### config.mk
export PLATFORM = sky130hd
export DESIGN_NAME = etp_queue
export DESIGN_NICKNAME = d
export VERILOG_FILES = /design/src/design/etp_pkg.sv /design/src/design/etp_queue.sv
export SDC_FILE = /design/constraint.sdc
export NUM_CORES = 1
export LEC_CHECK = 0
export BUFFER_PORTS_ARGS = -buffer_cell sky130_fd_sc_hd__clkbuf_2
export CORE_ASPECT_RATIO = 1.75
export CORE_MARGIN = 2
export CORE_UTILIZATION = 45
export DETAILED_ROUTE_END_ITERATION = 16
export HOLD_SLACK_MARGIN = 0.03
export PLACE_DENSITY = 0.7
export SYNTH_ARGS = -nofsm -noshare
export SYNTH_HDL_FRONTEND = slang
export SYNTH_SLANG_ARGS = --single-unit
### constraint.sdc
create_clock -name clk -period 8.95 [get_ports clk]
set_clock_uncertainty 0.05 [all_clocks]
set_input_delay 0.895 -clock clk [delete_from_list [all_inputs] [get_ports clk]]
set_output_delay 0.895 -clock clk [all_outputs]
set_load 0.005 [all_outputs]
### src/design/etp_pkg.sv
`default_nettype none
package etp_pkg;

    localparam int VAL_W        = 48;
    localparam int FRAC_BITS    = 42;
    localparam int STEP_W       = 47;
    localparam int STRIDE_W     = 14;
    localparam int BPP_W        = 6;
    localparam int PIX_W        = 10;
    localparam int CNT_W        = 7;
    localparam int GRAY_W       = 8;
    localparam int ADDR_W       = 24;
    localparam int IDX_W        = 3;
    localparam int IMAGE_WIDTH  = 800;
    localparam int IMAGE_HEIGHT = 600;
    localparam int ITER_LIMIT   = 100;

    // magnitude split for the shared 24 x 48 partial products
    localparam int HALF_W    = VAL_W / 2;
    localparam int PART_W    = HALF_W + VAL_W;
    localparam int FULL_W    = 2 * VAL_W;
    localparam int MAG_W     = FULL_W - FRAC_BITS;
    localparam int PROD_W    = MAG_W + 1;
    localparam int WIDE_W    = 60;
    localparam int NUM_LANES = 5;

    // gray = floor(count * 255 / ITER_LIMIT) as (count * GRAY_MUL) >> GRAY_SHIFT
    localparam int GRAY_SHIFT = 16;
    localparam int GRAY_MUL   = (255 * (1 << GRAY_SHIFT) + ITER_LIMIT - 1) / ITER_LIMIT;
    localparam int GRAY_PW    = CNT_W + 18;

    typedef enum logic [IDX_W-1:0] {
        REG_STEP_X,
        REG_STEP_Y,
        REG_OFFSET_X,
        REG_OFFSET_Y,
        REG_OFFSET_Z,
        REG_LINE_STRIDE,
        REG_BITS_PER_PIXEL
    } etp_reg_t;

    typedef enum logic [2:0] {
        ST_IDLE,
        ST_MUL,
        ST_PROD,
        ST_CHECK,
        ST_DONE
    } etp_state_t;

    typedef struct packed {
        logic        [STEP_W-1:0]   step_x;
        logic        [STEP_W-1:0]   step_y;
        logic signed [VAL_W-1:0]    offset_x;
        logic signed [VAL_W-1:0]    offset_y;
        logic signed [VAL_W-1:0]    offset_z;
        logic        [STRIDE_W-1:0] line_stride;
        logic        [BPP_W-1:0]    bits_per_pixel;
    } etp_cfg_t;

    typedef struct packed {
        logic signed [VAL_W-1:0]  cx;
        logic signed [VAL_W-1:0]  cy;
        logic        [ADDR_W-1:0] addr;
    } etp_job_t;

    function automatic logic signed [VAL_W-1:0] sat48(input logic signed [WIDE_W-1:0] v);
        logic signed [VAL_W-1:0] r;
        if (v[WIDE_W-1:VAL_W-1] == {(WIDE_W-VAL_W+1){1'b0}} ||
            v[WIDE_W-1:VAL_W-1] == {(WIDE_W-VAL_W+1){1'b1}})
            r = v[VAL_W-1:0];
        else
            r = {v[WIDE_W-1], {(VAL_W-1){~v[WIDE_W-1]}}};
        return r;
    endfunction

endpackage
`default_nettype wire

### src/design/etp_queue.sv
`default_nettype none
module etp_queue
    import etp_pkg::*;
(
    input  wire logic     clk,
    input  wire logic     rst_n,
    input  wire logic     push,
    input  wire etp_job_t push_data,
    output logic          full,
    input  wire logic     pop,
    output logic          not_empty,
    output etp_job_t      pop_data
);

    etp_job_t   mem_reg [2];
    logic       wr_ptr_reg, wr_ptr_next;
    logic       rd_ptr_reg, rd_ptr_next;
    logic [1:0] fill_reg, fill_next;

    assign full      = (fill_reg == 2'd2);
    assign not_empty = (fill_reg != 2'd0);
    assign pop_data  = mem_reg[rd_ptr_reg];

    always_comb
    begin
        wr_ptr_next = wr_ptr_reg ^ push;
        rd_ptr_next = rd_ptr_reg ^ pop;
        fill_next   = fill_reg + {1'b0, push} - {1'b0, pop};
    end

    always_ff @(posedge clk or negedge rst_n)
    begin
        if (!rst_n)
        begin
            wr_ptr_reg <= 1'b0;
            rd_ptr_reg <= 1'b0;
            fill_reg   <= 2'd0;
        end
        else
        begin
            wr_ptr_reg <= wr_ptr_next;
            rd_ptr_reg <= rd_ptr_next;
            fill_reg   <= fill_next;
        end
    end

    always_ff @(posedge clk)
    begin
        if (push)
            mem_reg[wr_ptr_reg] <= push_data;
    end

endmodule
`default_nettype wire

After elaboration in Yosys (flattened, before gate mapping) --
Memories as Yosys holds them, arrays and structs flattened. Index checks and enable logic that the tools add are counted.
Word-level totals: word-level logic and storage cells 12, flip-flop bits (word level) 4, bits in writable memories 240, memories kept 1
Memories:
- mem_reg | depth 2, width 120, read ports 1, clocked after memory_dff 0, wr ports 1, line etp_queue.sv:15 | etp_job_t mem_reg [2];
Cells by class: bitwise logic cells 2, mux-type cells 2, equality and inequality tests 1, reductions and logical operators 1, add/subtract/negate cells 2
Operator list (count):
- 2-bit by 1-bit adder with 2-bit output | 1
- 2-bit == test, second input constant | 1
- 1-bit two-way mux | 2
- 2-bit nonzero test | 1
- 2-bit by 1-bit subtractor with 2-bit output | 1
- 1-bit bitwise XOR | 2

Depth between registers and ports, before layout --
depth in word-level cells 2, mapped depth 5, depth with buffers taken out 5

Worst setup path before layout --
Ideal clock, no wire load.
kind input port to flip-flop, start in push, end mem mem_reg[0][0] (netlist bit), enable pin, setup slack 4691 ps, library setup time 494 ps, path buffers 0, required time 8406 ps, arrival 3715 ps, cell stages on the path 1, cells stage by stage ha_1
Between the ends: cells in the longest elaborated chain, start to end 2
Ends and longest elaborated chain:
- from (decl) | line etp_queue.sv:7 | input wire logic push,
- 1-bit two-way mux | line etp_queue.sv:49 | if (push)
- 1-bit two-way mux (not written as such) | line etp_queue.sv:50 | mem_reg[wr_ptr_reg] <= push_data;
- to (decl) | line etp_queue.sv:15
No other way between the ends.

==> flow_metrics.tcl <==
set metrics [dict create \
    rows 68 \
    holdWs_ns 0.149 \
    grt_pass1_wl_um 25900 \
    worstHoldPathType "in -> async" \
    synth.avg_cell_area_um2 22.9 \
    outcome "completed" \
    area_growth_pct 25.1 \
    crit_cells 3 \
    drc 0 \
    reg2regPathDepth 3 \
    cp_data_arrival_time_ns 2.87 \
    synth_xor_area_share_pct 0.366 \
    numPortBuffers 245 \
    path_clk_slew_ns 0.06 \
    cp_slowest_cell "dfrtp_4" \
    core_um2 19600 \
    hold_viol_final 0 \
    dr_wl_met2_um 10300 \
    path_cells "buf_4, mux2_2, clkbuf_2" \
    grt_overflow_total 0 \
    worstMarginPinSlew_ns 1.10 \
    via_per_inst 4.97 \
    holdBufCountCts 0 \
    slew_headroom_pct 26.9 \
    grt_usage_pct 16.5 \
    layout_common_cells "clkbuf_2 (245), edfxtp_1 (240), mux2_2 (120)" \
    cts_setup_buffers 0 \
    ys_ff_latch 244 \
    cts_tree "done" \
    clk_path_buf_depth 3 \
    synth_fa_ha_area_share_pct 0.563 \
    r2r_start "wr_ptr_reg$_DFF_PN0_" \
    antenna_found_initial 2 \
    setup_tns_ns 0 \
    cp_top_family "flip-flops" \
    finalCritPeriodShare_pct 42.6 \
    cts_buffers 22 \
    routabilityCongestion 0.768 \
    synth_fp_nets 517 \
    clock-sinks 244 \
    initial_core_util_pct 45.4 \
    synth_compound_gate_area_share_pct 0 \
    p_leak_nw 4.26 \
    detail_route.wirelength_um 17600 \
    yosys_warnings 0 \
    cts_resized 0 \
    synthMuxAreaShare_pct 15.2 \
    worst_ep_required_time_ns 8.01 \
    yosys.area_share.simple_pct 0.141 \
    critPathBufInv 2 \
    met3_length_um 1200 \
    nNetsFinal 776 \
    synthesis.area_um2 8890 \
    grt_start_max_net_pins 76 \
    dieArea_um2 20900 \
    highest_layer "met5" \
    clkLatencyLatePin_ns 0.49 \
    start_kind "flip-flop" \
    max_freq_ghz 0.262 \
    path_max_fanout 62 \
    peakVddDrop_uv 211 \
    power.density_nw_per_um2 311 \
    final_common_cell "clkbuf_2" \
    drt-initial-drc-count 134 \
    cts_root_buf "clkbuf_16" \
    io_pins 246 \
    syn_inst 389 \
    ant_nets 0 \
    rsz0062_at_grt "false" \
    met1Wirelength_um 5440 \
    endpoint "pop_data[6]" \
    setup-violations-final 0 \
    htree_num_levels 1 \
    seq_area_frac_synth_pct 82.2 \
    r2r_slack_ns 6.43 \
    cap_viol_max_count 0 \
    period_minus_slack_ns 3.81 \
    criticalPathCategory "reg -> out" \
    avgRoutedWirePerCell_um 19.3 \
    num_vias 4520 \
    drive_above_1_share_pct 60.9 \
    hpwl_um 12000 \
    die-height_um 190 \
    die_w_um 110 \
    synth.distinct_cells 12 \
    rr_endpoint "mem_reg[0][21]$_DFFE_PP_" \
    endpoint_kind "output pin" \
    final_max_slew_viol_count 0 \
    grt_pass1_vias 5066 \
    dr.pass1.iters 4 \
    largest_register_ffs 240 \
    cp-startpoint "rd_ptr_reg$_DFF_PN0_" \
    critical-path-max-stage-delay_ns 0.95 \
    synth_top_family_by_area "multiplexers" \
]
## per-layer routing
layer / up-vias / GRT usage [%]
li1: 2068 / -
met1: 2249 / 15.4
met2: 164 / 32.3
met3: 37 / 4.28
met4: 2 / 6.68
met5: - / 0
## cells in the mapped netlist
cell type    n  share of area [%]
buf_2        3               0.17
buf_4        1              0.084
buf_6        9                1.1
dfrtp_1      4                1.1
edfxtp_1   240                 81
ha_1         4               0.56
inv_1        4               0.17
mux2_2     120                 15
nor2b_1      1              0.070
or2_2        1              0.070
xor2_1       1              0.099
xor3_1       1               0.27
## kinds of logic (layout without fill, tap and decap cells)
logic type                 Yosys count  in the layout
xor gates and xnor gates             2              2
adders and majority gates            4              4
buffers and inverters               17            291
DFF                                244            244
muxes                              120            120
other                                0              1
and+or+nand+nor                      2              2
## worst min-delay path by stage
stage	start	endpoint	slack, ns	cells after the start
floorplan	fill_reg[1]$_DFF_PN0_	fill_reg[1]$_DFF_PN0_	0.52	1
CTS	rst_n	fill_reg[0]$_DFF_PN0_	0.13	1
global route	rst_n	fill_reg[1]$_DFF_PN0_	0.12	1
finish	rst_n	fill_reg[0]$_DFF_PN0_	0.15	1
detailed placement	fill_reg[1]$_DFF_PN0_	fill_reg[1]$_DFF_PN0_	0.57	1
global placement	fill_reg[1]$_DFF_PN0_	fill_reg[1]$_DFF_PN0_	0.53	1
## cell type report
| cell class | count | area, um2 |
|---|---|---|
| antenna | 1 | 2.50 |
| multi-input combinational | 128 | 1470 |
| tap | 245 | 307 |
| sequential | 244 | 7310 |
| timing repair buffer | 248 | 1250 |
| clock inverter | 12 | 181 |
| inverter | 4 | 15.0 |
| clock buffer | 27 | 591 |
| fill | 1582 | 8440 |
## metrics by stage
| stage | instance area (um2) | cells | util [%] | worst slack [ns] | power [mW] |
|---|---|---|---|---|---|
| detailed placement | 10400 | 869 | 52.9 | 5.64 | 2.51 |
| finish | 11100 | 909 | 56.9 | 5.14 | 3.46 |
| global route | 11100 | 908 | 56.8 | 4.96 | 3.64 |
| floorplan | 8890 | 389 | - | 4.69 | 2.16 |
| global placement | 10400 | 869 | 52.9 | 5.70 | 2.48 |
| CTS | 11100 | 908 | 56.8 | 5.10 | 3.52 |
## power by group
part | total (mW) | switching (mW) | internal [mW]
Combinational | 0.843 | 0.404 | 0.438
Sequential | 1.62 | 0.103 | 1.52
Clock | 0.995 | 0.383 | 0.612
(Power assumes the default switching activity.)
